**src/bop_pkg.sv**
```systemverilog
// bop_pkg: shared types and constants for the band overlap projector
// used by bop_ctrl, bop_datapath and band_overlap_projector; no dependencies
package bop_pkg;

  // fixed field and state widths
  localparam int unsigned AccBits   = 40;
  localparam int unsigned OvlBits   = 32;
  localparam int unsigned TotalBits = 48;
  localparam int unsigned OccBits   = 16;
  localparam int unsigned WgtBits   = 16;
  localparam int unsigned MagShift  = 28;
  localparam int unsigned WgtShift  = 16;
  // squared magnitude after the shift, and its weighted contribution
  localparam int unsigned MagBits   = 2 * OvlBits - MagShift;

  // threshold after reset, 0.5 in Q2.14
  localparam logic [OccBits-1:0] ThreshReset = 16'd8192;

  // commands from controller to datapath
  typedef struct packed {
    logic load;    // capture an accepted transaction
    logic mul;     // register the four coefficient products
    logic acc;     // update the accumulators
    logic ovl;     // saturate accumulators to the overlap
    logic sq;      // square both overlap parts
    logic mag;     // sum and scale squared magnitude
    logic wgt;     // apply the k-point weight
    logic finish;  // update totals, load output register, clear accumulators
  } bop_cmd_t;

  // status from datapath to controller
  typedef struct packed {
    logic last;    // captured item closes a band and k-point pair
  } bop_status_t;

endpackage

```
**src/bop_ctrl.sv**
```systemverilog
// bop_ctrl: sequencer for the band overlap projector
// depends on bop_pkg for the command and status structs
module bop_ctrl import bop_pkg::*; (
  input  logic        clk_i,
  input  logic        rst_ni,
  input  logic        in_valid_i,
  output logic        in_ready_o,
  output logic        out_valid_o,
  input  logic        out_ready_i,
  input  bop_status_t status_i,
  output bop_cmd_t    cmd_o
);

  typedef enum logic [2:0] {
    StIdle,
    StMul,
    StAcc,
    StOvl,
    StSq,
    StMag,
    StWgt,
    StFin
  } state_e;

  state_e state_q, state_d;
  logic   out_valid_q, out_valid_d;
  logic   out_free;

  // output register can take a new result this cycle
  assign out_free    = !out_valid_q || out_ready_i;
  assign in_ready_o  = (state_q == StIdle);
  assign out_valid_o = out_valid_q;

  // next state and commands
  always_comb begin
    state_d = state_q;
    cmd_o   = '0;
    case (state_q)
      StIdle: begin
        if (in_valid_i) begin
          cmd_o.load = 1'b1;
          state_d    = StMul;
        end
      end
      StMul: begin
        cmd_o.mul = 1'b1;
        state_d   = StAcc;
      end
      StAcc: begin
        cmd_o.acc = 1'b1;
        state_d   = status_i.last ? StOvl : StIdle;
      end
      StOvl: begin
        cmd_o.ovl = 1'b1;
        state_d   = StSq;
      end
      StSq: begin
        cmd_o.sq = 1'b1;
        state_d  = StMag;
      end
      StMag: begin
        cmd_o.mag = 1'b1;
        state_d   = StWgt;
      end
      StWgt: begin
        cmd_o.wgt = 1'b1;
        state_d   = StFin;
      end
      StFin: begin
        if (out_free) begin
          cmd_o.finish = 1'b1;
          state_d      = StIdle;
        end
      end
      default: state_d = StIdle;
    endcase
  end

  // result valid flag
  always_comb begin
    out_valid_d = out_valid_q;
    if (out_ready_i) out_valid_d = 1'b0;
    if (cmd_o.finish) out_valid_d = 1'b1;
  end

  // state and registered outputs
  always_ff @(posedge clk_i or negedge rst_ni) begin
    if (!rst_ni) begin
      state_q     <= StIdle;
      out_valid_q <= 1'b0;
    end else begin
      state_q     <= state_d;
      out_valid_q <= out_valid_d;
    end
  end

endmodule

```
**config.mk**
```make
export PLATFORM = sky130hd
export DESIGN_NAME = bop_ctrl
export DESIGN_NICKNAME = d
export VERILOG_FILES = /design/src/bop_pkg.sv /design/src/bop_ctrl.sv
export SDC_FILE = /design/constraint.sdc
export NUM_CORES = 1
export LEC_CHECK = 0
export BUFFER_PORTS_ARGS = -buffer_cell sky130_fd_sc_hd__buf_2
export CAP_MARGIN = 20
export CELL_PAD_IN_SITES_DETAIL_PLACEMENT = 1
export CELL_PAD_IN_SITES_GLOBAL_PLACEMENT = 2
export CORE_AREA = 2 2 42 44
export CTS_CLUSTER_DIAMETER = 60
export DETAILED_ROUTE_END_ITERATION = 10
export DIE_AREA = 0 0 44 46
export GPL_TIMING_DRIVEN = 0
export PLACE_DENSITY = 0.65
export SLEW_MARGIN = 20
export SYNTH_ARGS = -nofsm -noshare
export SYNTH_HDL_FRONTEND = slang
export SYNTH_SLANG_ARGS = --single-unit
export TNS_END_PERCENT = 10
```
**constraint.sdc**
```tcl
create_clock -name clk_i -period 1 [get_ports clk_i]
set_input_delay 0.05 -clock clk_i [delete_from_list [all_inputs] [get_ports clk_i]]
set_output_delay 0.05 -clock clk_i [all_outputs]
set_load 0.05 [all_outputs]
```
# Word level (Yosys, flattened, before mapping)
# Cells that the tools add are included.
[word_totals]
ff_bits = 4
input_bits = 5
out_inout_bits = 10
[classes]
muxes = 16
n_reduce_logical = 5
eq_ne = 9
[op_table]
columns = ["cell", "n"]
rows = [
  ["3-bit case mux with 8 select lines", 1],
  ["3-bit == test, second input constant", 4],
  ["1-bit two-way mux", 12],
  ["3-bit by 2-bit == test with 1-bit output, second input constant", 2],
  ["3-bit two-way mux", 2],
  ["2-bit != test, second input constant", 2],
  ["3-bit by 1-bit == test with 1-bit output, second input constant", 1],
  ["3-bit logical NOT", 1],
  ["2-bit two-way mux", 1],
  ["2-bit AND reduction", 1],
  ["2-bit nonzero test", 1],
  ["1-bit logical NOT", 1],
  ["1-bit logical OR", 1],
]

# Logic depth before layout (Yosys ltp)
# Gate-level depths: netlist of run 1.
[logic_depth]
ltp_word = 5
ltp_mapped = 4
mapped_depth_nobuf = 3

# Least setup slack after synthesis of run 1
# OpenSTA, ideal clock, no wires.
[synth_path]
path_kind = "register -> output"
start = "register state_q[0]"
end = "output cmd_o[1] (netlist bit)"
stages_incl_launch_ff = 3
path_buffers = 1
path_slack_ns = -0.800
arrival_time_ns = 1.750
path_cell_list = "dfrtp_1 -> buf_4 -> nor3b_1"
[synth_rtl]
columns = ["item", "line_no", "source"]
rows = [
  ["start: declaration", "bop_ctrl.sv:25", "state_e state_q, state_d;"],
  ["start signal: assignment", "bop_ctrl.sv:89", "state_q <= StIdle;"],
  ["start signal: assignment", "bop_ctrl.sv:92", "state_q <= state_d;"],
  ["end: declaration", "bop_ctrl.sv:11", "output bop_cmd_t cmd_o"],
]

==> results.py, run 1 <==
metrics = {
    "run_status": {
        "violations": "setup timing",
        "status": "complete, but fails checks",
    },
    "drt": {
        "viasPerCell": 4.39,
        "ant_nets": 0,
        "finalWirelength_um": 880,
        "vias": 312,
        "drt_iter0_markers": 2,
        "detail_route.wl_per_cell_um": 12.4,
        "drc": 0,
        "drtPass1Iterations": 2,
    },
    "timing": {
        "maxClockFrequency_ghz": 0.783,
        "fin_crit_ns": 1.28,
        "worst_clock_skew_ns": 0.00432,
        "timing.final.crit_share_pct": 128,
        "fin_hold_ws_ns": 0.141,
        "tightestPinTransition_ns": 0.251,
        "setup_viol": 11,
        "maxSlewHeadroom_pct": 83.4,
        "slew_viol_final": 0,
        "finalHoldViolations": 0,
        "rsz0062_at_grt": "yes",
        "fin_ws_ns": -0.277,
    },
    "global_route": {
        "grt_usage_pct": 9.38,
        "antenna_found_initial": 0,
        "overflow": 0,
        "grt_max_degree": 11,
        "grt_pass1_wl_mm": 1.40,
        "first_global_vias": 301,
    },
    "worst_setup_path": {
        "cp.arrival_ns": 1.23,
        "crit_path_end_kind": "output port",
        "cp_max_fo": 8,
        "required_ns": 0.95,
        "crit_type": "register to output port",
        "critPathLaunchType": "register",
    },
    "placement": {
        "numPortBuffers": 14,
        "place_congestion": 0.642,
        "pre_cts_ws_ns": -0.183,
        "dp_hpwl_um": 520,
    },
    "logic_synthesis": {
        "yosysWarnings": 0,
        "ys_async_sr_fraction_pct": 100,
        "synth.avg_cell_area_um2": 9.47,
        "synth_cell_type_count": 22,
        "netlist_area_um2": 284,
        "yosysMostFrequentCell": "dfrtp_1",
        "synth_top_cell_by_area": "dfrtp_1",
        "synth_area_leaders": "dfrtp_1 (35%), buf_6 (7.9%), buf_4 (5.3%), nor3b_1 (5.3%), nor3b_2 (4.4%)",
        "synth-main-ff-cell": "dfrtp_1",
        "synth-seq-cells": 4,
        "syn_inst": 30,
        "synth-edff-count": 0,
        "syn_nets": 35,
        "ys_seq_area_share_pct": 35.2,
        "netlist.area_leader.share_pct": 35.2,
    },
    "die": {
        "num_rows": 15,
        "dieWidth_um": 44,
        "die_area_um2": 2020,
        "num_io_pins": 15,
        "core_um2": 1610,
        "die_h_um": 46,
        "start_util_pct": 17.6,
    },
    "layout": {
        "antenna_cells": 0,
        "drive_gt1_share_pct": 72.2,
        "fin_nets": 61,
        "area_growth_pct": 102,
    },
    "cts": {
        "cts_buffers": 3,
        "clock-sinks": 4,
        "worstSkewPairLatency_ns": 0.23,
        "cts_tree": "built",
        "cts_buffer_depth": 2,
        "clockRootBuffer": "clkbuf_4",
        "htree_levels": 1,
        "cts.clk_slew.worst_paths_ns": 0.04,
    },
    "run": {
        "cap_viol_max_count": 0,
    },
    "hold_path": {
        "hold_path_class": "input pin to register",
    },
}
## sequential cells by signal, indices dropped and copies added (netlist names)
register	flops
state_q	3
out_valid_o	1
## cells in the final DEF (no fill, tap or decap), drive strengths merged
master	synthesis	layout
and2	1	1
o21a	1	1
nand2	2	2
and3	1	1
inv	1	1
nor3	2	2
clkbuf	0	3
nand2b	1	1
a21oi	1	1
nor3b	3	3
o2bb2ai	1	1
mux2i	1	1
o221a	1	1
buf	4	24
nor2	2	2
dfrtp	4	4
dlygate4sd3	0	1
nand3	2	2
o21ai	1	1
nor2b	1	1
## final timing paths
path	slack, ns	endpoint	start	depth (start not counted)
setup / recovery	-0.28	cmd_o[7]	state_q[1]	4
hold / removal	0.14	state_q[0]	status_i	3
setup reg to reg	-0.07	state_q[1]	state_q[0]	3
hold reg to reg	0.58	out_valid_o	out_valid_o	2
max in group asynchronous	0.71	state_q[0]	rst_ni	2
min in group asynchronous	0.16	out_valid_o	rst_ni	2
## repair_timing
item,in CTS,in global routing
cloned,0,0
setup buffers,6,0
endpoints found under the hold margin,4,0
hold buffers,1,0
resized for setup,25,4
setup endpoints to repair,11,12
pin swaps,6,1
## logic make-up (layout without fill, tap and decap cells)
family | after synthesis | after routing | share of synthesized area [%]
AO/OA/AOI/OAI | 5 | 5 | 13.2
buffers and inverters | 5 | 29 | 14.5
flip-flops | 4 | 4 | 35.2
multiplexers | 1 | 1 | 3.52
AND/OR/NAND/NOR | 15 | 15 | 33.5
## metal layers
layer	wire (µm)	part of all wire, %	track usage, %
met1	333	38	11.6
met4	0	0	1.82
met3	24	2.7	1.59
met5	0	0	0
met2	523	59	17.1
## layout make-up
class	count	area, µm²
plain buffers	4	41.3
clock buffers	3	22.5
fillers	198	1040
inverters	1	3.75
multi-input cells	21	191
flip-flops and latches	4	101
well taps	17	21.3
repair buffers	21	193
## critical path, cell delays in order, from the launching register on
cell,delay (ns)
dfrtp_1,0.36
buf_6,0.14
nor3_4,0.19
and2_4,0.17
buf_8,0.13
## per-stage QoR
step	util [%]	setup TNS [ns]	instance area, µm²	std cells
after floorplan	-	-2.54	308	30
after global placement	24.7	-1.06	399	61
after detailed placement	24.7	-1.09	399	61
after CTS	34.6	-2.34	558	71
after global routing	35.6	-2.92	574	71
final	35.6	-2.24	574	71
Power of run 1 is left out: the tool's default activity adds up to more than one toggle a clock period on the data nets, which glitch-free logic cannot reach.
==> run 2, diff against run 1 <==
--- a/config.mk
+++ b/config.mk
@@ -5,16 +5,17 @@
 export SDC_FILE = /design/constraint.sdc
 export NUM_CORES = 1
 export LEC_CHECK = 0
+export ABC_AREA = 1
 export BUFFER_PORTS_ARGS = -buffer_cell sky130_fd_sc_hd__buf_2
 export CAP_MARGIN = 20
 export CELL_PAD_IN_SITES_DETAIL_PLACEMENT = 1
 export CELL_PAD_IN_SITES_GLOBAL_PLACEMENT = 2
-export CORE_AREA = 2 2 42 44
+export CORE_AREA = 2 2 41 43
 export CTS_CLUSTER_DIAMETER = 60
 export DETAILED_ROUTE_END_ITERATION = 10
-export DIE_AREA = 0 0 44 46
+export DIE_AREA = 0 0 43 45
 export GPL_TIMING_DRIVEN = 0
-export PLACE_DENSITY = 0.65
+export PLACE_DENSITY = 0.66
 export SLEW_MARGIN = 20
 export SYNTH_ARGS = -nofsm -noshare
 export SYNTH_HDL_FRONTEND = slang
==> constraint.sdc (replaced) <==
create_clock -name clk_i -period 1.25 [get_ports clk_i]
set_input_delay 0.0625 -clock clk_i [delete_from_list [all_inputs] [get_ports clk_i]]
set_output_delay 0.0625 -clock clk_i [all_outputs]
set_load 0.05 [all_outputs]
==> results.py, run 2 <==
metrics = {
    "run_status": {
        "status": "complete, but fails checks",
        "violations": "setup timing",
    },
    "timing": {
        "finalHoldViolations": 0,
        "rsz0062_at_grt": "yes",
        "timing.final.crit_share_pct": 102,
        "maxClockFrequency_ghz": 0.788,
        "fin_crit_ns": 1.27,
        "setup_tns_ns": -0.0414,
        "tightestPinTransition_ns": 0.249,
        "maxSlewHeadroom_pct": 83.5,
        "slew_viol_final": 0,
        "worst_clock_skew_ns": 0.00228,
        "setup_viol": 3,
        "fin_ws_ns": -0.0195,
    },
    "layout": {
        "layout_common_cells": "buf_6 (9), nand2_1 (6), nor2_1 (6)",
        "antenna_cells": 0,
        "stdcell_count": 73,
        "largest_reg_flops": 3,
        "fin_nets": 64,
        "final_common_cell": "buf_6",
        "fillerInstances": 199,
        "drive_gt1_share_pct": 57.9,
        "regMostFlops": "state_q",
        "area_growth_pct": 102,
        "fin_area_um2": 474,
    },
    "cts": {
        "worstSkewPairLatency_ns": 0.23,
        "cts_tree": "built",
        "htree_levels": 1,
        "cts_buffers": 3,
        "clock-sinks": 4,
        "cts_buffer_depth": 2,
        "cts.clk_slew.worst_paths_ns": 0.04,
        "clockRootBuffer": "clkbuf_4",
    },
    "drt": {
        "finalWirelength_um": 672,
        "drc": 0,
        "detail_route.wl_per_cell_um": 9.21,
        "vias": 297,
        "viasPerCell": 4.07,
        "drtPass1Iterations": 4,
        "ant_nets": 0,
        "drt_iter0_markers": 6,
    },
    "logic_synthesis": {
        "synth_cell_type_count": 13,
        "netlist_area_um2": 235,
        "syn_nets": 40,
        "yosysMostFrequentCell": "nor2_1",
        "yosysWarnings": 0,
        "synth_compound_area_share_pct": 9.57,
        "ys_seq_area_share_pct": 42.6,
        "synthSimpleGateAreaFrac_pct": 35.1,
        "ys_async_sr_fraction_pct": 100,
        "netlist.area_leader.share_pct": 42.6,
        "syn_inst": 35,
        "ys_top_cells_by_count": "nor2_1 (11), nand2_1 (6), dfrtp_1 (4), inv_1 (4), inv_2 (2)",
        "synth_top_family_by_area": "simple AND/OR/NAND/NOR gates",
        "synth-edff-count": 0,
        "synth.avg_cell_area_um2": 6.72,
        "synth_top_cell_by_area": "dfrtp_1",
        "synth_area_leaders": "dfrtp_1 (43%), nor2_1 (18%), nand2_1 (9.6%), inv_1 (6.4%), or2_4 (3.7%)",
        "synthMuxAreaShare_pct": 0,
        "synth_fa_ha_area_share_pct": 0,
        "synth-main-ff-cell": "dfrtp_1",
        "synth_xor_area_share_pct": 0,
        "synth-seq-cells": 4,
    },
    "placement": {
        "dp_hpwl_um": 528,
        "place_congestion": 0.691,
        "placed_cell_area_um2": 330,
        "numPortBuffers": 14,
        "place_inst": 65,
        "pre_cts_ws_ns": 0.0815,
    },
    "die": {
        "num_io_pins": 15,
        "core_um2": 1470,
        "die_area_um2": 1940,
        "die_h_um": 45,
        "start_util_pct": 16.0,
        "num_rows": 14,
        "dieWidth_um": 43,
    },
    "worst_setup_path": {
        "crit_path_end_kind": "output port",
        "path_cells": "or2_4 -> nor2_4 -> buf_6",
        "slowest_stage": "dfrtp_2",
        "critPathLaunchType": "register",
        "cp_max_fo": 7,
        "crit_type": "register to output port",
        "critPathMaxStageDelay_ns": 0.44,
        "cp.arrival_ns": 1.21,
        "required_ns": 1.19,
    },
    "global_route": {
        "grtUsageMet3_pct": 3.60,
        "grt_usage_pct": 8.77,
        "antenna_found_initial": 0,
        "grt_max_degree": 8,
        "busiest_layer": "met2",
        "grt_pass1_wl_mm": 1.23,
        "use_met1_pct": 10.8,
        "first_global_vias": 293,
        "overflow": 0,
        "grtUsageMet2_pct": 12.7,
    },
    "run": {
        "cap_viol_max_count": 0,
    },
    "hold_path": {
        "hold_path_class": "input pin to register",
    },
}
## run 2: cell count changes in the layout (fill, tap and decap cells not counted), sizes merged, moves of 3 or more
cell / before / now
nor3b: 3 / 0
nand2: 2 / 6
buf: 24 / 19
nor2: 2 / 11
inv: 1 / 6
## run 2: area by class of cell
cell class	count	area (µm²)	share of cell area, %
repair buffers	19	166	35.1
multi-input cells	24	133	28.0
flip-flops and latches	4	103	21.6
clock buffers	3	22.5	4.75
inverters	6	22.5	4.75
well taps	16	20.0	4.22
plain buffers	1	7.51	1.58
## run 2: worst max-delay path, delay by kind of cell (launching register included)
kind / cells / cell delay [ns]
buffers and inverters: 1 / 0.16
DFF: 1 / 0.44
and+or+nand+nor: 2 / 0.38
## run 2: cell families after synthesis
kind of cell,Yosys count
buffers and inverters,7
AO/OA/AOI/OAI,4
flip-flops,4
AND/OR/NAND/NOR,20
## run 2: repair_timing
action,CTS,global route
setup endpoints to repair,7,9
hold buffers,1,0
gates resized for setup,13,17
hold endpoints to repair,4,0
pin swaps,2,1
buffers inserted,2,2
## run 2: through the flow
stage	util [%]	hold slack, ns
finish	32.2	0.0470
global route	32.2	0.0718
CTS	28.0	0.0474
detailed placement	22.4	-0.130
global placement	22.4	-0.133
floorplan	-	-0.233
## run 2: routing by layer
| metal | vias up | wire length [µm] | share of wire (%) |
|---|---|---|---|
| met5 | - | 0 | 0 |
| met3 | 0 | 31 | 4.6 |
| met1 | 139 | 292 | 43 |
| li1 | 150 | - | - |
| met4 | 0 | 0 | 0 |
| met2 | 8 | 348 | 52 |
## run 2: final timing paths
| check | startpoint | endpoint | slack, ns | cells after the start |
|---|---|---|---|---|
| min in group asynchronous | rst_ni | state_q[0] | 0.17 | 2 |
| min reg2reg | out_valid_o | out_valid_o | 0.55 | 2 |
| max | state_q[1] | cmd_o[2] | -0.02 | 3 |
| max in group asynchronous | rst_ni | state_q[2] | 0.95 | 2 |
| max reg2reg | state_q[2] | state_q[0] | 0.22 | 5 |
| min | out_ready_i | out_valid_o | 0.05 | 2 |
Power of run 2 is left out for the same reason.
